$ cat config.mk
export PLATFORM = sky130hd
export DESIGN_NAME = ook_manchester_pulse_decoder_flat
export DESIGN_NICKNAME = d
export VERILOG_FILES = /design/src/rtl/omd_pkg.sv /design/src/rtl/omd_if.sv /design/src/rtl/omd_store.sv /design/src/rtl/omd_ctrl.sv /design/src/rtl/ook_manchester_pulse_decoder.sv /design/src/flat_wrapper.sv
export SDC_FILE = /design/constraint.sdc
export NUM_CORES = 1
export LEC_CHECK = 0
export BUFFER_PORTS_ARGS = -buffer_cell sky130_fd_sc_hd__buf_2
export CAP_MARGIN = 20
export CORE_UTILIZATION = 40
export CTS_BUF_LIST = sky130_fd_sc_hd__clkbuf_16
export CTS_CLUSTER_DIAMETER = 100
export DETAILED_ROUTE_END_ITERATION = 12
export RECOVER_POWER = 50
export SLEW_MARGIN = 20
export SYNTH_ARGS = -nofsm -noshare
export SYNTH_HDL_FRONTEND = slang
export SYNTH_SLANG_ARGS = --single-unit
export TNS_END_PERCENT = 100
$ cat constraint.sdc
create_clock -name clk_i -period 7.6 [get_ports clk_i]
set_clock_uncertainty 0.2 [all_clocks]
set_input_delay 1.52 -clock clk_i [delete_from_list [all_inputs] [get_ports clk_i]]
set_output_delay 1.52 -clock clk_i [all_outputs]
set_load 0.05 [all_outputs]
$ cat src/rtl/omd_pkg.sv
`timescale 1ns / 1ps
// shared constants, types and helpers for the pulse decoder
package omd_pkg;

  // byte store geometry
  localparam int BufferBytes = 16;
  localparam int AddrW       = $clog2(BufferBytes);

  // field widths
  localparam int WidthW = 16;
  localparam int CountW = 7;
  localparam int IdxW   = 4;
  localparam int ByteW  = 8;
  localparam int PreW   = 8;

  // register reset values
  localparam logic [WidthW-1:0] MinWidthRst    = 16'd200;
  localparam logic [WidthW-1:0] LongWidthRst   = 16'd700;
  localparam logic [WidthW-1:0] MaxWidthRst    = 16'd1200;
  localparam logic [PreW-1:0]   PreambleMinRst = 8'd32;

  // bit count landmarks
  localparam logic [CountW-1:0] SkipBits  = 7'd4;
  localparam logic [CountW-1:0] FullBits  = 7'd80;
  localparam logic [CountW-1:0] GapLoBits = 7'd40;
  localparam logic [CountW-1:0] GapHiBits = 7'd104;
  localparam logic [IdxW-1:0]   MaxOut    = 4'd9;
  localparam logic [PreW-1:0]   PreSat    = 8'hFF;

  // configuration register indexes
  typedef enum logic [1:0] {
    CFG_MIN_WIDTH    = 2'd0,
    CFG_LONG_WIDTH   = 2'd1,
    CFG_MAX_WIDTH    = 2'd2,
    CFG_PREAMBLE_MIN = 2'd3
  } cfg_reg_e;

  // decoder phase
  typedef enum logic [3:0] {
    PH_HUNT  = 4'b0001,
    PH_LEVEL = 4'b0010,
    PH_HALF  = 4'b0100,
    PH_DONE  = 4'b1000
  } phase_e;

  typedef struct packed {
    logic [WidthW-1:0] min_width;
    logic [WidthW-1:0] long_width;
    logic [WidthW-1:0] max_width;
    logic [PreW-1:0]   preamble_min;
  } cfg_t;

  typedef struct packed {
    logic             rd_en;
    logic [AddrW-1:0] rd_addr;
    logic             wr_en;
    logic [AddrW-1:0] wr_addr;
    logic [ByteW-1:0] wr_data;
    logic             clear;
  } mem_req_t;

  typedef struct packed {
    phase_e            phase;
    logic [CountW-1:0] bit_cnt;
    logic              emitting;
  } status_t;

  // whole bytes held for a given bit count
  function automatic logic [IdxW-1:0] whole_bytes(input logic [CountW-1:0] cnt);
    logic [CountW-1:0] done_bits;
    done_bits = cnt - SkipBits;
    return (cnt < SkipBits) ? '0 : done_bits[CountW-1:3];
  endfunction

endpackage

$ cat src/rtl/omd_if.sv
`timescale 1ns / 1ps
// channel interfaces: pulse input, byte output, configuration writes
interface omd_in_if;
  import omd_pkg::*;
  logic              valid;
  logic              ready;
  logic              cmd;
  logic [WidthW-1:0] pulse_width;
  modport source (output valid, output cmd, output pulse_width, input ready);
  modport sink   (input valid, input cmd, input pulse_width, output ready);
endinterface

interface omd_out_if;
  import omd_pkg::*;
  logic             valid;
  logic             ready;
  logic [ByteW-1:0] data_byte;
  logic [IdxW-1:0]  byte_index;
  logic             last;
  modport source (output valid, output data_byte, output byte_index, output last,
                  input ready);
  modport sink   (input valid, input data_byte, input byte_index, input last,
                  output ready);
endinterface

interface omd_cfg_if;
  import omd_pkg::*;
  logic              valid;
  logic              ready;
  cfg_reg_e          index;
  logic [WidthW-1:0] data;
  modport source (output valid, output index, output data, input ready);
  modport sink   (input valid, input index, input data, output ready);
endinterface

$ cat src/rtl/omd_store.sv
`timescale 1ns / 1ps
// message byte store: synchronous ram with per-entry valid bits
module omd_store (
  input  logic                    clk_i,
  input  logic                    rst_ni,
  input  omd_pkg::mem_req_t       req_i,
  output logic [omd_pkg::ByteW-1:0] rd_data_o
);
  import omd_pkg::*;

  logic [ByteW-1:0]       mem_q [BufferBytes];
  logic [BufferBytes-1:0] valid_q;
  logic [ByteW-1:0]       rd_raw_q;
  logic                   rd_valid_q;

  // ram array, registered read
  always_ff @(posedge clk_i) begin
    if (req_i.wr_en) begin
      mem_q[req_i.wr_addr] <= req_i.wr_data;
    end
    if (req_i.rd_en) begin
      rd_raw_q <= mem_q[req_i.rd_addr];
    end
  end

  // entry valid bits, cleared at once on restart or error
  always_ff @(posedge clk_i or negedge rst_ni) begin
    if (!rst_ni) begin
      valid_q    <= '0;
      rd_valid_q <= 1'b0;
    end else begin
      if (req_i.clear) begin
        valid_q <= '0;
      end else if (req_i.wr_en) begin
        valid_q[req_i.wr_addr] <= 1'b1;
      end
      if (req_i.rd_en) begin
        rd_valid_q <= valid_q[req_i.rd_addr];
      end
    end
  end

  // unwritten entries read as zero
  assign rd_data_o = rd_valid_q ? rd_raw_q : '0;

endmodule

$ cat src/rtl/omd_ctrl.sv
`timescale 1ns / 1ps
// pulse classifier, symbol decoder and byte run sequencer
module omd_ctrl (
  input  logic                    clk_i,
  input  logic                    rst_ni,
  input  omd_pkg::cfg_t           cfg_i,
  omd_in_if.sink                  in_i,
  omd_out_if.source               out_o,
  output omd_pkg::mem_req_t       mem_req_o,
  input  logic [omd_pkg::ByteW-1:0] rd_data_i,
  output omd_pkg::status_t        status_o
);
  import omd_pkg::*;

  typedef enum logic [4:0] {
    ST_IDLE   = 5'b00001,
    ST_DECIDE = 5'b00010,
    ST_RMW    = 5'b00100,
    ST_RD     = 5'b01000,
    ST_LOAD   = 5'b10000
  } ctrl_state_e;

  ctrl_state_e       state_q, state_d;
  phase_e            phase_q, phase_d;
  logic [PreW-1:0]   pol_q, pol_d;
  logic [CountW-1:0] cnt_q, cnt_d;
  logic              cmd_q, cmd_d;
  logic [WidthW-1:0] width_q, width_d;
  logic              lvl_q, lvl_d;
  logic [IdxW-1:0]   n_q, n_d;
  logic [IdxW-1:0]   k_q, k_d;
  logic              out_valid_q, out_valid_d;
  logic [ByteW-1:0]  out_byte_q, out_byte_d;
  logic [IdxW-1:0]   out_idx_q, out_idx_d;
  logic              out_last_q, out_last_d;

  logic              is_sym, is_long, gap_ok;
  logic              take_bit, new_lvl, clear, complete;
  logic [CountW-1:0] cnt_inc, done_bits, done_cnt;
  logic [IdxW-1:0]   n_raw;
  logic [AddrW-1:0]  byte_addr;
  logic [ByteW-1:0]  shifted;
  logic              k_last;

  // pulse classes against the thresholds
  assign is_sym  = (width_q >= cfg_i.min_width) && (width_q < cfg_i.max_width);
  assign is_long = (width_q >= cfg_i.long_width);
  assign gap_ok  = (cnt_q >= GapLoBits) && (cnt_q < GapHiBits);

  // store address of the byte being filled
  assign byte_addr = AddrW'(whole_bytes(cnt_q));
  assign cnt_inc   = cnt_q + 7'd1;
  assign done_bits = cnt_inc - SkipBits;
  assign shifted   = {lvl_q, rd_data_i[ByteW-1:1]};
  assign k_last    = (k_q == (n_q - 4'd1));

  // next state
  always_comb begin
    state_d     = state_q;
    phase_d     = phase_q;
    pol_d       = pol_q;
    cnt_d       = cnt_q;
    cmd_d       = cmd_q;
    width_d     = width_q;
    lvl_d       = lvl_q;
    n_d         = n_q;
    k_d         = k_q;
    out_valid_d = out_valid_q;
    out_byte_d  = out_byte_q;
    out_idx_d   = out_idx_q;
    out_last_d  = out_last_q;
    mem_req_o   = '0;
    take_bit    = 1'b0;
    new_lvl     = 1'b0;
    clear       = 1'b0;
    complete    = 1'b0;
    done_cnt    = cnt_q;
    n_raw       = '0;

    if (out_valid_q && out_o.ready) begin
      out_valid_d = 1'b0;
    end

    case (state_q)
      ST_IDLE: begin
        if (in_i.valid) begin
          cmd_d   = in_i.cmd;
          width_d = in_i.pulse_width;
          state_d = ST_DECIDE;
        end
      end
      ST_DECIDE: begin
        state_d = ST_IDLE;
        if (cmd_q) begin
          clear = 1'b1;
        end else if (phase_q == PH_DONE) begin
          // pulses are ignored until a restart
        end else if (!is_sym) begin
          // gap: ends the message inside the bit window, else error
          if (gap_ok) begin
            complete = 1'b1;
          end else begin
            clear = 1'b1;
          end
        end else if (!is_long) begin
          if (phase_q == PH_HUNT) begin
            if (pol_q != PreSat) begin
              pol_d = pol_q + 8'd1;
            end
          end else if (phase_q == PH_LEVEL) begin
            phase_d = PH_HALF;
          end else begin
            take_bit = 1'b1;
            new_lvl  = pol_q[0];
          end
        end else begin
          if (phase_q == PH_HUNT) begin
            if (pol_q >= cfg_i.preamble_min) begin
              take_bit = 1'b1;
              new_lvl  = 1'b0;
            end else begin
              clear = 1'b1;
            end
          end else if (phase_q == PH_LEVEL) begin
            take_bit = 1'b1;
            new_lvl  = ~pol_q[0];
          end else begin
            clear = 1'b1;
          end
        end
        // a bit: the first few are only counted, the rest go to the store
        if (take_bit) begin
          pol_d   = {{(PreW-1){1'b0}}, new_lvl};
          phase_d = PH_LEVEL;
          if (cnt_q < SkipBits) begin
            cnt_d = cnt_inc;
          end else begin
            mem_req_o.rd_en   = 1'b1;
            mem_req_o.rd_addr = byte_addr;
            lvl_d             = new_lvl;
            state_d           = ST_RMW;
          end
        end
      end
      ST_RMW: begin
        // shift the bit in from the top, swap nibbles on a full byte
        mem_req_o.wr_en   = 1'b1;
        mem_req_o.wr_addr = byte_addr;
        mem_req_o.wr_data = (done_bits[2:0] == 3'd0) ?
                            {shifted[3:0], shifted[7:4]} : shifted;
        cnt_d    = cnt_inc;
        done_cnt = cnt_inc;
        state_d  = ST_IDLE;
        if (cnt_inc == FullBits) begin
          complete = 1'b1;
        end
      end
      ST_RD: begin
        mem_req_o.rd_en   = 1'b1;
        mem_req_o.rd_addr = AddrW'(k_q);
        state_d           = ST_LOAD;
      end
      ST_LOAD: begin
        if (!out_valid_q || out_o.ready) begin
          out_valid_d = 1'b1;
          out_byte_d  = rd_data_i;
          out_idx_d   = k_q;
          out_last_d  = k_last;
          if (k_last) begin
            state_d = ST_IDLE;
          end else begin
            k_d     = k_q + 4'd1;
            state_d = ST_RD;
          end
        end
      end
      default: begin
        state_d = ST_IDLE;
      end
    endcase

    // error or restart wipes decoder and store
    if (clear) begin
      phase_d         = PH_HUNT;
      pol_d           = '0;
      cnt_d           = '0;
      mem_req_o.clear = 1'b1;
    end

    // completion starts the byte run
    if (complete) begin
      phase_d = PH_DONE;
      n_raw   = whole_bytes(done_cnt);
      n_d     = (n_raw > MaxOut) ? MaxOut : n_raw;
      k_d     = '0;
      if (n_raw != '0) begin
        state_d = ST_RD;
      end
    end
  end

  // control registers
  always_ff @(posedge clk_i or negedge rst_ni) begin
    if (!rst_ni) begin
      state_q     <= ST_IDLE;
      phase_q     <= PH_HUNT;
      pol_q       <= '0;
      cnt_q       <= '0;
      n_q         <= '0;
      k_q         <= '0;
      out_valid_q <= 1'b0;
    end else begin
      state_q     <= state_d;
      phase_q     <= phase_d;
      pol_q       <= pol_d;
      cnt_q       <= cnt_d;
      n_q         <= n_d;
      k_q         <= k_d;
      out_valid_q <= out_valid_d;
    end
  end

  // payload registers
  always_ff @(posedge clk_i) begin
    cmd_q      <= cmd_d;
    width_q    <= width_d;
    lvl_q      <= lvl_d;
    out_byte_q <= out_byte_d;
    out_idx_q  <= out_idx_d;
    out_last_q <= out_last_d;
  end

  // channel outputs
  assign in_i.ready       = (state_q == ST_IDLE);
  assign out_o.valid      = out_valid_q;
  assign out_o.data_byte  = out_byte_q;
  assign out_o.byte_index = out_idx_q;
  assign out_o.last       = out_last_q;

  assign status_o.phase    = phase_q;
  assign status_o.bit_cnt  = cnt_q;
  assign status_o.emitting = (state_q == ST_RD) || (state_q == ST_LOAD);

endmodule

$ cat src/rtl/ook_manchester_pulse_decoder.sv
`timescale 1ns / 1ps
// top level of the ook manchester pulse width decoder
//
// in_i carries one word per pulse: pulse_width, or cmd = 1 to restart the
// decoder and wipe the byte store. out_o carries the decoded message bytes
// (data_byte, byte_index, last), one word per byte, in order from index 0.
// cfg_i writes the four threshold registers; it is always ready and should
// only be used while the decoder is idle.
// A pulse that adds no stored bit passes through the decide state only; one
// that does also takes the read-modify-write of one byte in the store ram
// (one read then one write per bit).
// When a message completes, the run of up to 9 bytes is read from the ram
// byte by byte, each read then loaded into the output register; no pulse is
// accepted until the last byte of the run sits in the output register.
// The output register holds a word until the receiver takes it; the run
// stalls behind it, while a finished run lets new pulses in.
// Reset puts the registers at their defaults, the decoder in preamble hunt
// and marks every store entry empty at once, so no clearing pass runs.
module ook_manchester_pulse_decoder (
  input  logic      clk_i,
  input  logic      rst_ni,
  omd_in_if.sink    in_i,
  omd_out_if.source out_o,
  omd_cfg_if.sink   cfg_i
);
  import omd_pkg::*;

  cfg_t     cfg_q;
  mem_req_t mem_req;
  logic [ByteW-1:0] rd_data;
  status_t  status;

  // configuration registers
  assign cfg_i.ready = 1'b1;

  always_ff @(posedge clk_i or negedge rst_ni) begin
    if (!rst_ni) begin
      cfg_q.min_width    <= MinWidthRst;
      cfg_q.long_width   <= LongWidthRst;
      cfg_q.max_width    <= MaxWidthRst;
      cfg_q.preamble_min <= PreambleMinRst;
    end else if (cfg_i.valid) begin
      case (cfg_i.index)
        CFG_MIN_WIDTH:    cfg_q.min_width    <= cfg_i.data;
        CFG_LONG_WIDTH:   cfg_q.long_width   <= cfg_i.data;
        CFG_MAX_WIDTH:    cfg_q.max_width    <= cfg_i.data;
        CFG_PREAMBLE_MIN: cfg_q.preamble_min <= cfg_i.data[PreW-1:0];
        default: begin
        end
      endcase
    end
  end

  // decoder control
  omd_ctrl u_ctrl (
    .clk_i     (clk_i),
    .rst_ni    (rst_ni),
    .cfg_i     (cfg_q),
    .in_i      (in_i),
    .out_o     (out_o),
    .mem_req_o (mem_req),
    .rd_data_i (rd_data),
    .status_o  (status)
  );

  // byte store
  omd_store u_store (
    .clk_i     (clk_i),
    .rst_ni    (rst_ni),
    .req_i     (mem_req),
    .rd_data_o (rd_data)
  );

  // a message never runs past the full bit count
  assert property (@(posedge clk_i) disable iff (!rst_ni)
    status.bit_cnt <= FullBits)
    else $error("bit count beyond full message");

  // the byte run only happens after completion
  assert property (@(posedge clk_i) disable iff (!rst_ni)
    status.emitting |-> status.phase == PH_DONE)
    else $error("byte run outside done phase");

  // a restart leaves the decoder hunting with no bits
  assert property (@(posedge clk_i) disable iff (!rst_ni)
    (in_i.valid && in_i.ready && in_i.cmd) |=> ##1
      (status.phase == PH_HUNT && status.bit_cnt == '0))
    else $error("restart did not clear decoder");

  // pulses while done are ignored
  assert property (@(posedge clk_i) disable iff (!rst_ni)
    (in_i.valid && in_i.ready && !in_i.cmd && status.phase == PH_DONE) |=> ##1
      (status.phase == PH_DONE))
    else $error("pulse left done phase");

endmodule

$ cat src/flat_wrapper.sv
// flat-port wrapper written by rule: the top's interface ports become plain ports
module ook_manchester_pulse_decoder_flat import omd_pkg::*;
  (clk_i, rst_ni, in_i_valid, in_i_cmd, in_i_pulse_width, in_i_ready, out_o_valid, out_o_data_byte, out_o_byte_index, out_o_last, out_o_ready, cfg_i_valid, cfg_i_index, cfg_i_data, cfg_i_ready);
  omd_in_if in_i_i ();
  omd_out_if out_o_i ();
  omd_cfg_if cfg_i_i ();
  input  logic clk_i;
  input  logic rst_ni;
  input wire logic [$bits(in_i_i.valid)-1:0] in_i_valid;
  input wire logic [$bits(in_i_i.cmd)-1:0] in_i_cmd;
  input wire logic [$bits(in_i_i.pulse_width)-1:0] in_i_pulse_width;
  output wire logic [$bits(in_i_i.ready)-1:0] in_i_ready;
  output wire logic [$bits(out_o_i.valid)-1:0] out_o_valid;
  output wire logic [$bits(out_o_i.data_byte)-1:0] out_o_data_byte;
  output wire logic [$bits(out_o_i.byte_index)-1:0] out_o_byte_index;
  output wire logic [$bits(out_o_i.last)-1:0] out_o_last;
  input wire logic [$bits(out_o_i.ready)-1:0] out_o_ready;
  input wire logic [$bits(cfg_i_i.valid)-1:0] cfg_i_valid;
  input wire logic [$bits(cfg_i_i.index)-1:0] cfg_i_index;
  input wire logic [$bits(cfg_i_i.data)-1:0] cfg_i_data;
  output wire logic [$bits(cfg_i_i.ready)-1:0] cfg_i_ready;
  assign in_i_i.valid = in_i_valid;
  assign in_i_i.cmd = in_i_cmd;
  assign in_i_i.pulse_width = in_i_pulse_width;
  assign in_i_ready = in_i_i.ready;
  assign out_o_valid = out_o_i.valid;
  assign out_o_data_byte = out_o_i.data_byte;
  assign out_o_byte_index = out_o_i.byte_index;
  assign out_o_last = out_o_i.last;
  assign out_o_i.ready = out_o_ready;
  assign cfg_i_i.valid = cfg_i_valid;
  assign cfg_i_i.index = cfg_i_index;
  assign cfg_i_i.data = cfg_i_data;
  assign cfg_i_ready = cfg_i_i.ready;
  ook_manchester_pulse_decoder u_core (.clk_i(clk_i), .rst_ni(rst_ni), .in_i(in_i_i), .out_o(out_o_i), .cfg_i(cfg_i_i));
endmodule
Word-level counts from Yosys, hierarchy flattened

Memory sizes are Yosys's and may differ from the RTL's. A register that Yosys moved wholly into a read port is not among the register bits.
Cells that the tools add are included.

Flip-flop bits (word level): 137
Memory bits (writable): 128
Bits of input ports: 40
Output and inout port bits: 16
Word-level logic and storage cells: 187
Memories: 1

Add/sub/neg operators: 7
$lt $le $gt $ge: 12
Eq/ne operators: 24
Multiplexer cells: 89
Bitwise gates (word level): 3
Reduce and logical (&&, ||, !) cells: 31

Memory list:

| name                 | depth | bits a word | rd ports | clocked after memory_dff | write ports | RTL line        | text |
|---|---|---|---|---|---|---|---|
| u_core.u_store.mem_q | 16    | 8           | 1        | 1                        | 1           | omd_store.sv:11 | `logic [ByteW-1:0] mem_q [BufferBytes];` |

Operators by type and width:

| kind                                                                          | number |
|---|---|
| 8-bit two-way mux                                                             | 11 |
| 4-bit two-way mux                                                             | 18 |
| 1-bit two-way mux                                                             | 39 |
| 16-bit >= comparator                                                          | 2 |
| 16-bit two-way mux                                                            | 2 |
| 5-bit two-way mux                                                             | 6 |
| 7-bit two-way mux                                                             | 4 |
| 5-bit case mux with 4 select lines                                            | 1 |
| 16-bit less-than comparator                                                   | 1 |
| 16-bit OR                                                                     | 1 |
| 3-bit nonzero test                                                            | 5 |
| 7-bit by 3-bit less-than comparator with 1-bit output (second input constant) | 2 |
| 7-bit case mux with 2 select lines                                            | 1 |
| 7-bit AND reduction                                                           | 2 |
| 7-bit by 3-bit subtractor with 7-bit output (second input constant)           | 2 |
| 13-bit two-way mux                                                            | 1 |
| 2-bit AND reduction                                                           | 6 |
| 4-bit nonzero test                                                            | 3 |
| 4-bit by 5-bit less-than comparator with 1-bit output (second input constant) | 2 |
| 5-bit case mux with 2 select lines                                            | 1 |
| 3-bit AND reduction                                                           | 3 |
| 8-bit by 1-bit adder with 8-bit output (second input constant)                | 1 |
| 8-bit >= comparator                                                           | 1 |
| 4-bit by 1-bit inequality test with 1-bit output (second input constant)      | 2 |
| 37 further kinds                                                              | 49 |

Longest topological paths before layout

Gate-level depths: netlist of the first run.

Depth after elaboration: 12
Depth in mapped cells: 15
Depth with buffers taken out: 12

Cells and area by module

From an unflattened synthesis of the first run, not the netlist that was laid out.

Cell total of the unflattened synthesis: 908
Area total of the unflattened synthesis: 12,907.4 µm²

By module, submodules not included:

| module                       | instances | cells an instance | area an instance (µm²) | seq. area each (µm²) |
|---|---|---|---|---|
| omd_store                    | 1         | 276               | 6,007.0                | 4,509.3 |
| omd_ctrl                     | 1         | 511               | 4,763.3                | 1,759.2 |
| ook_manchester_pulse_decoder | 1         | 121               | 2,137.0                | 1,418.9 |

Least setup slack after synthesis of the first run

Ideal clock, no wire load.

Kind: reg2reg
Start point: register u_core.u_ctrl.width_q[0]
End point: register u_core.u_store.rd_valid_q
Library setup time: 0.134 ns
Arrival: 3.685 ns
Data required time: 7.266 ns
Path slack: 3.580 ns
Stages on the path, launching flop included: 15
Buffers on the path: 2
Clock period less this slack: 4.020 ns
Cells stage by stage: edfxtp_1 inv_1 ha_1 nand2b_4 a2111oi_2 a2111oi_0 or4b_1 buf_2 mux2i_4 or3_1 buf_6 o21ai_0 inv_1 a32oi_1 nand4_1

RTL lines:

| what                   | RTL line        | text |
|---|---|---|
| from (decl)            | omd_ctrl.sv:28  | `logic [WidthW-1:0] width_q, width_d;` |
| from (signal assigned) | omd_ctrl.sv:226 | `width_q <= width_d;` |
| to (signal assigned)   | omd_store.sv:38 | `rd_valid_q <= valid_q[req_i.rd_addr];` |
| to (decl)              | omd_store.sv:14 | `logic rd_valid_q;` |

Final worst setup path of the first run

Start point: register u_core.u_ctrl.width_q[13]
End point: register u_core.u_store.rd_raw_q[0] (read register of u_core.u_store.mem_q), data pin

Word-level cells in the longest chain between the ends: 8
Elaborated cells on any way between the ends: 11
Classes of those cells: 3 x order compare; 7 x mux; 1 x reduce/logical

Ends and longest elaborated chain:

| what                                                          | RTL line                        | text |
|---|---|---|
| 16-bit >= comparator (tied with other cells)                  | omd_ctrl.sv:47                  | `assign is_long = (width_q >= cfg_i.long_width);` |
| 1-bit two-way mux / 1-bit logical AND (equally long branches) | omd_ctrl.sv:105, omd_ctrl.sv:46 |  |
| 1-bit two-way mux *                                           | omd_ctrl.sv:98                  | `end else if (!is_sym) begin` |
| 1-bit two-way mux *                                           | omd_ctrl.sv:96                  | `end else if (phase_q == PH_DONE) begin` |
| 1-bit two-way mux *                                           | omd_ctrl.sv:94                  | `if (cmd_q) begin` |
| 1-bit two-way mux *                                           | omd_ctrl.sv:84                  | `case (state_q)` |
| 5-bit two-way mux *                                           | omd_ctrl.sv:132                 | `if (take_bit) begin` |
| 5-bit case mux with 2 select lines *                          | omd_ctrl.sv:84                  |  |
| to (decl)                                                     | omd_store.sv:13                 | `logic [ByteW-1:0] rd_raw_q;` |

Every way passes the cells marked *; elsewhere a longest branch is shown, timed or not. The select of a mux whose other input is x is not followed.
A chain may end at the register's enable or synchronous reset.

==> metrics.md, run 1 <==
| Metric | Value |
|---|---|
| Worst-margin pin slew | `1730 ps` |
| Status | `finished, violations left` |
| Total Power | `0.00352 W` |
| Worst slack, placed | `2910 ps` |
| Relative slew slack | `-0.154` |
| XOR/XNOR share of the synthesized area | `0.0175` |
| Setup TNS | `0 ps` |
| Post-CTS sizing | `0` |
| Critical path arrival | `4800 ps` |
| Max Slew Vio Count | `32` |
| Type of the worst min-delay path | `flop to flop` |
| Pwr/cell area | `239 nW/um^2` |
| Drt initial violations | `445` |
| Initial antenna violation count | `0` |
| Htree depth | `1` |
| CP Class | `flop to flop` |
| Die Width | `182 um` |
| Initial DRT Pass Iterations | `5` |
| Area leader, netlist | `edfxtp_1` |
| Grt total ovfl | `0` |
| Antenna viol nets, final | `0` |
| Syn. warnings | `0` |
| Leakage | `5.98 nW` |
| Nets@finish | `1251` |
| # setup viols final | `0` |
| Worst-path clk slew | `60 ps` |
| CTS tree | `built` |
| Vias per inst | `5.14` |
| Post-Synth Simple-Gate Area | `0.122` |
| Root Buffer | `clkbuf_16` |
| Post-synthesis compound-gate area fraction | `0.0866` |
| Peak supply drop | `192 uV` |
| Clock Latency Late Sink | `570 ps` |
| Syn nets | `1189` |
| CP required | `7690 ps` |
| Hold-fix buffers at CTS | `0` |
| Synth-to-layout area growth | `13.3%` |
| WL/cell | `17.4 um` |
| EDFF count, synth | `167` |
| Layout cell share with drive strength beyond 1 | `0.162` |
| Post-synthesis instance area | `13000 um^2` |
| Post-CTS Setup Inserts | `0` |
| First-pass GRT wire length | `44800 um` |
| Post-synth cell types | `71` |
| Starting Density | `0.409` |
| # diodes | `0` |
| Port Buffers | `54` |
| CTS Buf Count | `30` |
| Fraction of registers with async set/reset | `0.388` |
| Post-DP HPWL | `18500 um` |
| Crit start category | `flop` |
| Die Area | `33200 um^2` |
| Max-Cap Viols | `1` |
| Top FF cell, synth | `edfxtp_1` |
| Final min period | `4700 ps` |
| Routability congestion estimate | `0.823` |
| Routed wire length | `27900 um` |
| Vias in the first global route | `8184` |
| Failing checks | `capacitance limit, slew limit` |
| I/O pins | `56` |
| Fmax | `213 MHz` |
| Syn avg cell area | `12.0 um^2` |
| Final critical-path setup slack | `2900 ps` |
| Final hold violation count | `0` |
| Flops & latches, synth | `273` |
| RSZ-0062 raised after global routing | `no` |
| Mapped Cells | `1084` |
| Core Rows | `65` |
| Largest net degree at the start of global routing | `77` |
| Final cycle utilization of the critical path | `0.619` |
| Clk buf depth | `3` |
| Register area share after synthesis | `0.591` |
| Top cell type's share of synthesized area | `0.385` |
| Die height | `182 um` |
| Crit path capture type | `flop` |
| GRT Resource Usage Total | `0.172` |
| CTS sink cnt | `273` |
| Via count of the routed design | `8254` |
| Reg2Reg Setup Slack | `2900 ps` |
| Top post-synthesis cells by area | `edfxtp_1 (39%), dfrtp_1 (17%), ha_1 (6.3%)` |
| Worst-path fanout max | `62` |
| Area share of fa/ha/maj cells after synthesis | `0.0633` |
| Mux share of post-synthesis cell area | `0.0835` |
| Largest family of logic cells by synthesized area | `simple AND/OR/NAND/NOR gates` |
| Core area | `31800 um^2` |
| DRC viols | `0` |
-- state kept, by name, indices dropped and copies added (netlist names) --
name and flops:
u_core.cfg_q 56, u_core.u_ctrl.cmd_q 1, u_core.u_ctrl.cnt_q 7, u_core.u_ctrl.k_q 4, u_core.u_ctrl.lvl_q 1, u_core.u_ctrl.n_q 4, u_core.u_ctrl.out_o.byte_index 4, u_core.u_ctrl.out_o.data_byte 8
u_core.u_ctrl.out_o.last 1, u_core.u_ctrl.out_o.valid 1, u_core.u_ctrl.phase_q 4, u_core.u_ctrl.pol_q 8, u_core.u_ctrl.state_q 5, u_core.u_ctrl.width_q 16, u_core.u_store.mem_q 128, u_core.u_store.rd_raw_q 8
u_core.u_store.rd_valid_q 1, u_core.u_store.valid_q 16
-- metrics by stage --
step | cell area [um^2] | hold slack [ps] | cells | util
final | 14700 | 288 | 1605 | 0.464
after global routing | 14700 | 313 | 1605 | 0.464
after CTS | 14800 | 294 | 1604 | 0.464
after detailed placement | 13800 | 281 | 1548 | 0.433
after global placement | 13800 | 272 | 1547 | 0.433
after floorplan | 13000 | 259 | 1084 | -
-- critical path, stage by stage, from the launching register on --
cell,delay (ps)
edfxtp_1,440
ha_1,330
and4_1,250
nand2_1,80
or4_1,520
o211a_1,180
or2_1,440
o31ai_4,430
buf_4,730
mux2i_1,260
mux2i_1,100
a22oi_1,240
o221ai_1,140
-- cell usage in the layout, fill, tap and decap left out, types with 19 or more instances in the layout --
cell and count:
edfxtp_1 167, nor2_1 112, nand2_1 90, dfrtp_1 90
inv_1 74, ha_1 65, mux2i_1 59, o21ai_0 52
buf_2 52, nand3_1 43, mux2_2 42, a21oi_1 33
clkbuf_16 32, o21a_1 19
-- logic make-up (layout without fill, tap and decap cells) --
group           count (synthesis)  in the layout
mux                           102            102
buf+inv                       111            197
compound gates                169            169
flops                         273            273
xor+xnor                       26             26
other cells                     1              1
fa+ha+maj                      66             66
simple gates                  336            336
-- synthesized netlist by cell type, drive strengths merged (5+ instances only) --
library cell  count
edfxtp          167
nor2            114
dfrtp            90
nand2            90
inv              71
ha               65
mux2i            60
o21ai            53
nand3            43
mux2             42
a21oi            34
buf              22
o21a             19
clkbuf           18
dfstp            16
xnor2            14
nand4            13
xor2             12
and2             11
a22oi             9
nand2b            9
nor3              9
a31oi             8
o221ai            8
a21o              6
nor2b             6
o31ai             6
a211oi            5
and3              5
nand3b            5
nor4              5
or3               5
-- worst paths after layout --
| check | start | end | cells past startpoint |
|---|---|---|---|
| max in group asynchronous | rst_ni | u_core.u_store.valid_q[1] | 2 |
| max reg2reg | u_core.u_ctrl.width_q[13] | u_core.u_store.rd_raw_q[0] | 12 |
| min in group asynchronous | rst_ni | u_core.cfg_q[16] | 1 |
| min | u_core.u_store.valid_q[1] | u_core.u_store.valid_q[1] | 1 |
| min reg2reg | u_core.u_store.valid_q[1] | u_core.u_store.valid_q[1] | 1 |
| max | u_core.u_ctrl.width_q[13] | u_core.u_store.rd_raw_q[0] | 12 |
-- report_power, final --
part / internal, W / total (W) / switching, W
logic: 0.000165 / 0.000392 / 0.000227
clock network: 0.000833 / 0.00144 / 0.000602
registers: 0.00165 / 0.00169 / 0.0000438
total: 0.00265 / 0.00352 / 0.000873
-- layer usage --
layer / wire length, um / global-route usage
met4: 628 / 0.0457
met5: 0 / 0
met2: 12700 / 0.278
met1: 13700 / 0.244
met3: 904 / 0.0202
-- cell type report --
type | instances | area, um^2
clock buffer | 32 | 801
clock inverter | 24 | 198
fill | 2909 | 17100
inverter | 71 | 267
multi-input combinational | 700 | 4880
sequential | 273 | 7690
tap | 435 | 544
timing repair buffer | 70 | 365
No activity file was read; power rests on OpenSTA's default activity.
==> run 2: changes to the inputs <==
clock period = 4.22 ns   (was 7.6 ns; I/O delays follow)
==> metrics.md, run 2 (same netlist as run 1, synthesis figures left out) <==
| Metric | Value |
|---|---|
| Relative slew slack | `-0.708` |
| Die Area | `33200 um^2` |
| Fmax | `249 MHz` |
| Crit path capture type | `flop` |
| DRC viols | `0` |
| Root Buffer | `clkbuf_16` |
| CTS tree | `built` |
| Layout cell share with drive strength beyond 1 | `0.151` |
| WL/cell | `17.0 um` |
| Htree depth | `1` |
| Via count of the routed design | `8354` |
| Post-CTS Setup Inserts | `0` |
| Nets@finish | `1270` |
| Die Width | `182 um` |
| # diodes | `0` |
| CTS sink cnt | `273` |
| Vias per inst | `5.14` |
| Core Rows | `65` |
| Finished Core Util | `0.466` |
| Antenna viol nets, final | `0` |
| Failing checks | `capacitance limit, slew limit` |
| # setup viols final | `0` |
| Final min period | `4020 ps` |
| Peak supply drop | `323 uV` |
| Die height | `182 um` |
| Pwr/cell area | `414 nW/um^2` |
| Crit start category | `flop` |
| Commonest non-fill, non-tap cell in the layout | `edfxtp_1` |
| Largest net degree at the start of global routing | `61` |
| Biggest regs | `u_core.u_store.mem_q: 128 flops, u_core.cfg_q: 56 flops` |
| CTS Buf Count | `30` |
| Area post-placement | `13900 um^2` |
| I/O pins | `56` |
| Port Buffers | `54` |
| Hold path depth | `1` |
| Starting Density | `0.409` |
| Initial DRT Pass Iterations | `5` |
| Reg2Reg Setup Slack | `200 ps` |
| Routed wire length | `27600 um` |
| Most frequent cells in the layout | `edfxtp_1 (167), nor2_1 (113), nand2_1 (90), dfrtp_1 (90), inv_1 (84)` |
| RR Startpoint | `u_core.u_ctrl.width_q[0]` |
| First-pass GRT wire length | `45100 um` |
| Routability congestion estimate | `0.802` |
| Leakage | `6.03 nW` |
| Clk buf depth | `3` |
| Final cycle utilization of the critical path | `0.953` |
| Post-DP HPWL | `19000 um` |
| Clock Latency Late Sink | `560 ps` |
| Final instance area | `14800 um^2` |
| Core area | `31800 um^2` |
| GRT Resource Usage Total | `0.170` |
| Synth-to-layout area growth | `13.9%` |
| R2r endpoint | `u_core.u_store.rd_raw_q[4]` |
| Drt initial violations | `480` |
| Initial antenna violation count | `0` |
| CP Class | `flop to flop` |
| Largest Register | `u_core.u_store.mem_q` |
| Max FFs per register | `128` |
| Status | `finished, violations left` |
| Worst-path clk slew | `60 ps` |
| Fillers | `2921` |
| Max-Cap Viols | `1` |
| Vias in the first global route | `8293` |
| Worst-path fanout max | `21` |
| Critical path arrival | `4100 ps` |
| Grt total ovfl | `0` |
| Hold Slack | `275 ps` |
| Max Slew Vio Count | `48` |
| R2R cell count | `13` |
| HP Start | `in_i_pulse_width[11]` |
| CP required | `4300 ps` |
| Type of the worst min-delay path | `input pin to flop` |
| Final hold violation count | `0` |
| Hold Path Sink | `u_core.u_ctrl.width_q[11]` |
| Worst-margin pin slew | `2560 ps` |
## run 2: cell count changes in the layout (fill, tap and decap cells not counted), sizes merged
cell and delta:
clkbuf +12, buf +5, inv +8, clkinv -3, clkinvlp -2, bufinv -1
## run 2: area by class of cell
type | instances | area [um^2] | share of cell area
inverter | 71 | 267 | 0.0180
multi-input combinational | 700 | 4870 | 0.329
tap | 435 | 544 | 0.0367
clock buffer | 30 | 751 | 0.0507
clock inverter | 26 | 139 | 0.00938
timing repair buffer | 89 | 552 | 0.0372
sequential | 273 | 7690 | 0.519
## run 2: worst max path at each step
stage                                  start                          to  slack [ps]  cells after the start
floorplan           u_core.u_ctrl.width_q[0]   u_core.u_store.rd_valid_q         200                     14
global placement    u_core.u_ctrl.width_q[0]  u_core.u_store.rd_raw_q[4]          80                     14
detailed placement  u_core.u_ctrl.width_q[0]  u_core.u_store.rd_raw_q[4]         100                     14
CTS                 u_core.u_ctrl.width_q[0]  u_core.u_store.rd_raw_q[4]         110                     14
global route        u_core.u_ctrl.width_q[0]  u_core.u_store.rd_raw_q[2]         -10                     13
finish              u_core.u_ctrl.width_q[0]  u_core.u_store.rd_raw_q[4]         200                     13
## run 2: critical path: stages (launching register included)
cell and delay [ps]:
edfxtp_1 380, inv_1 100, ha_1 230, nand2b_4 140, a2111oi_2 330, a2111oi_0 130
or4b_4 620, mux2i_4 240, o31ai_4 410, buf_6 310, mux2i_1 210, mux2i_1 90
a22oi_1 210, o221ai_1 140
## run 2: repair_timing
action	in CTS	in global routing
endpoints found under the setup margin	0	7
hold buffers	0	0
gates resized for setup	0	4
## run 2: layer usage
metal | global-route usage | wire, um | vias up
met2 | 0.274 | 12700 | 168
met3 | 0.0226 | 1070 | 39
li1 | - | - | 4072
met5 | 0 | 0 | -
met1 | 0.245 | 13400 | 4075
met4 | 0.0376 | 521 | 0
## run 2: power breakdown
group	total, W	switching [W]	internal (W)
registers	0.00304	0.0000768	0.00297
clock network	0.00236	0.00102	0.00134
logic	0.000728	0.000419	0.000308
## run 2: metrics by stage
stage	setup WS, ps	cells	TNS (ps)	total power [W]
CTS	113	1622	0	0.00620
finish	197	1624	0	0.00613
global placement	76.3	1566	0	0.00380
floorplan	200	1084	0	0.00359
detailed placement	104	1566	0	0.00382
global route	-13.2	1624	-13.2	0.00642
==> run 3: changes to the inputs <==
SLEW_MARGIN = unset   (was 20)
SYNTH_HIERARCHICAL = 1   (was unset)
==> metrics.md, run 3 <==
| Metric | Value |
|---|---|
| Largest Register | `u_core/u_store/mem_q` |
| Final instance area | `15200 um^2` |
| Die height | `182 um` |
| Via count of the routed design | `7702` |
| Top FF cell, synth | `edfxtp_1` |
| Most frequent cells in the layout | `edfxtp_1 (167), dfrtp_1 (90), nor2_1 (84)` |
| Syn. warnings | `6` |
| Post-DP HPWL | `19000 um` |
| Die Area | `33000 um^2` |
| Commonest non-fill, non-tap cell in the layout | `edfxtp_1` |
| Area leader, netlist | `edfxtp_1` |
| Slowest cell on the critical path | `mux4_2` |
| Hold Slack | `269 ps` |
| CTS Buf Count | `29` |
| Crit start category | `flop` |
| Final cycle utilization of the critical path | `1.07` |
| Pwr/cell area | `461 nW/um^2` |
| Flops & latches, synth | `273` |
| CP required | `4300 ps` |
| Max FFs per register | `128` |
| Vias in the first global route | `7683` |
| Post-synthesis instance area | `12900 um^2` |
| Worst-path fanout max | `6` |
| Post-synth cell types | `75` |
| Initial antenna violation count | `0` |
| Syn nets | `1013` |
| Die Width | `182 um` |
| Met2 Track Usage GR | `0.259` |
| Drt initial violations | `503` |
| I/O pins | `56` |
| CP Cell Sequence | `buf_6, ha_4, and3_4, o311a_1, o21ai_2, and3_4, nand2_4, or4_4, or3_4, o21ai_4, buf_12, buf_6, mux4_2, mux4_2` |
| Leakage | `6.35 nW` |
| Top cell type's share of synthesized area | `0.389` |
| Antenna viol nets, final | `0` |
| Relative slew slack | `-1.18` |
| Fillers | `2771` |
| Status | `finished, violations left` |
| Failing checks | `capacitance limit, slew limit, setup timing` |
| Sequential power share | `0.449` |
| Grt total ovfl | `0` |
| Layout cell share with drive strength beyond 1 | `0.287` |
| Root Buffer | `clkbuf_16` |
| Worst-margin pin slew | `3280 ps` |
| CP Class | `flop to flop` |
| Layout Cells excl Fill | `1464` |
| Sw frac | `0.262` |
| CP max stage delay | `550 ps` |
| Grt met1 use | `0.252` |
| First-pass GRT wire length | `43400 um` |
| Crit path capture type | `flop` |
| EDFF count, synth | `167` |
| Combinational share of power | `0.184` |
| Cell-internal power | `0.00517 W` |
| Total Power | `0.00701 W` |
| Htree depth | `1` |
| Syn avg cell area | `14.2 um^2` |
| # setup viols final | `9` |
| DRC viols | `0` |
| # diodes | `0` |
| Met3 usage | `0.0207` |
| Clock Power Share | `0.367` |
| Core Rows | `65` |
| Worst slack, placed | `-582 ps` |
| Core area | `31600 um^2` |
| RSZ-0062 raised after global routing | `yes` |
| Fmax | `220 MHz` |
| Biggest regs | `u_core/u_store/mem_q: 128 flops, u_core/cfg_q: 56 flops` |
| Clk buf depth | `3` |
| Port Buffers | `54` |
| Final hold violation count | `0` |
| Psw | `0.00184 W` |
| Multi-input gate area | `4850 um^2` |
| Final critical-path setup slack | `-316 ps` |
| Max-Cap Viols | `3` |
| Placed Cells incl. Taps | `1398` |
| Peak supply drop | `336 uV` |
| Worst-path clk slew | `60 ps` |
| FF+latch area | `7690 um^2` |
| CTS sink cnt | `273` |
| Fraction of registers with async set/reset | `0.388` |
| Starting Density | `0.408` |
| Top post-synthesis cells by count | `edfxtp_1 (167), dfrtp_1 (90), nor2_1 (84)` |
| Largest net degree at the start of global routing | `61` |
| Max Slew Vio Count | `96` |
| GRT Resource Usage Total | `0.168` |
| Mapped Cells | `908` |
| Hold path depth | `1` |
| Final min period | `4540 ps` |
| Register area share after synthesis | `0.596` |
| Vias per inst | `5.26` |
| CTS tree | `built` |
| WL/cell | `18.5 um` |
| Critical path arrival | `4620 ps` |
| Count leader, synth | `edfxtp_1` |
| R2R cell count | `14` |
| Routability congestion estimate | `0.801` |
| GRT Max-Usage Layer | `met2` |
| Nets@finish | `1144` |
| Type of the worst min-delay path | `input pin to flop` |
| Synth-to-layout area growth | `17.8%` |
| Initial DRT Pass Iterations | `7` |
| Area post-placement | `14000 um^2` |
| Top post-synthesis cells by area | `edfxtp_1 (39%), dfrtp_1 (17%), ha_1 (6.3%)` |
| Clock Latency Late Sink | `550 ps` |
| Routed wire length | `27000 um` |
## run 3: what timing repair did
action | CTS | global route
gates cloned | 1 | 1
hold endpoints to repair | 0 | 0
setup endpoints to repair | 9 | 9
gates resized for setup | 26 | 25
buffers inserted | 8 | 4
hold buffers | 0 | 0
pin swaps | 4 | 10
## run 3: cell families (layout without fill, tap and decap cells)
logic type | count (synthesis) | after routing | synth area share
flip-flops | 273 | 273 | 0.596
AND/OR/NAND/NOR | 228 | 228 | 0.0901
multiplexers | 118 | 118 | 0.146
AO/OA/AOI/OAI | 100 | 100 | 0.0503
buffers and inverters | 94 | 248 | 0.0352
adder cells (fa/ha/maj) | 66 | 66 | 0.0638
XOR/XNOR | 28 | 28 | 0.0190
other | 1 | 1 | 0.000291
## run 3: final timing paths
path	from	to	slack (ps)
min in group asynchronous	rst_ni	u_core/cfg_q[11]	1180
worst min register to register	u_core/u_ctrl/phase_q[0]	u_core/u_ctrl/phase_q[0]	290
worst min-delay path	in_i_pulse_width[8]	u_core/u_ctrl/width_q[8]	270
max in group asynchronous	rst_ni	u_core/u_ctrl/state_q[4]	390
worst max-delay path	u_core/u_ctrl/width_q[6]	u_core/u_store/rd_raw_q[1]	-320
worst max register to register	u_core/u_ctrl/width_q[6]	u_core/u_store/rd_raw_q[1]	-320
## run 3: power groups by stage
stage | combinational, W | clock, W | sequential (W)
3_3_place_gp | 0.00116 | 0 | 0.00319
5_1_grt | 0.00145 | 0.00274 | 0.00318
4_1_cts | 0.00123 | 0.00264 | 0.00315
2_1_floorplan | 0.000798 | 0 | 0.00316
3_5_place_dp | 0.00117 | 0 | 0.00320
6_report | 0.00129 | 0.00257 | 0.00315
## run 3: cell type report
cell class | count | area share
clock buffer | 29 | 0.0477
clock inverter | 25 | 0.0163
inverter | 67 | 0.0165
multi-input combinational | 541 | 0.319
sequential | 273 | 0.506
tap | 402 | 0.0331
timing repair buffer | 127 | 0.0615
## run 3: metal layers
metal  wire length [um]  vias up
met5                  0        -
met4                362        0
met3               1340       30
met2              12200      177
met1              13100     3849
li1                   -     3646
## run 3: critical path, delay by kind of cell, from the launching register on
kind | cells | cell delay (ps)
fa+ha+maj | 1 | 210
buf+inv | 3 | 440
flops | 1 | 440
simple gates | 5 | 1320
compound gates | 3 | 620
mux | 2 | 1020
## run 3: stage by stage
step                setup TNS (ps)   util
floorplan                    -2570      -
global placement             -4380  0.441
detailed placement           -4650  0.441
CTS                          -3150  0.478
global route                -14850  0.481
finish                       -2620  0.481
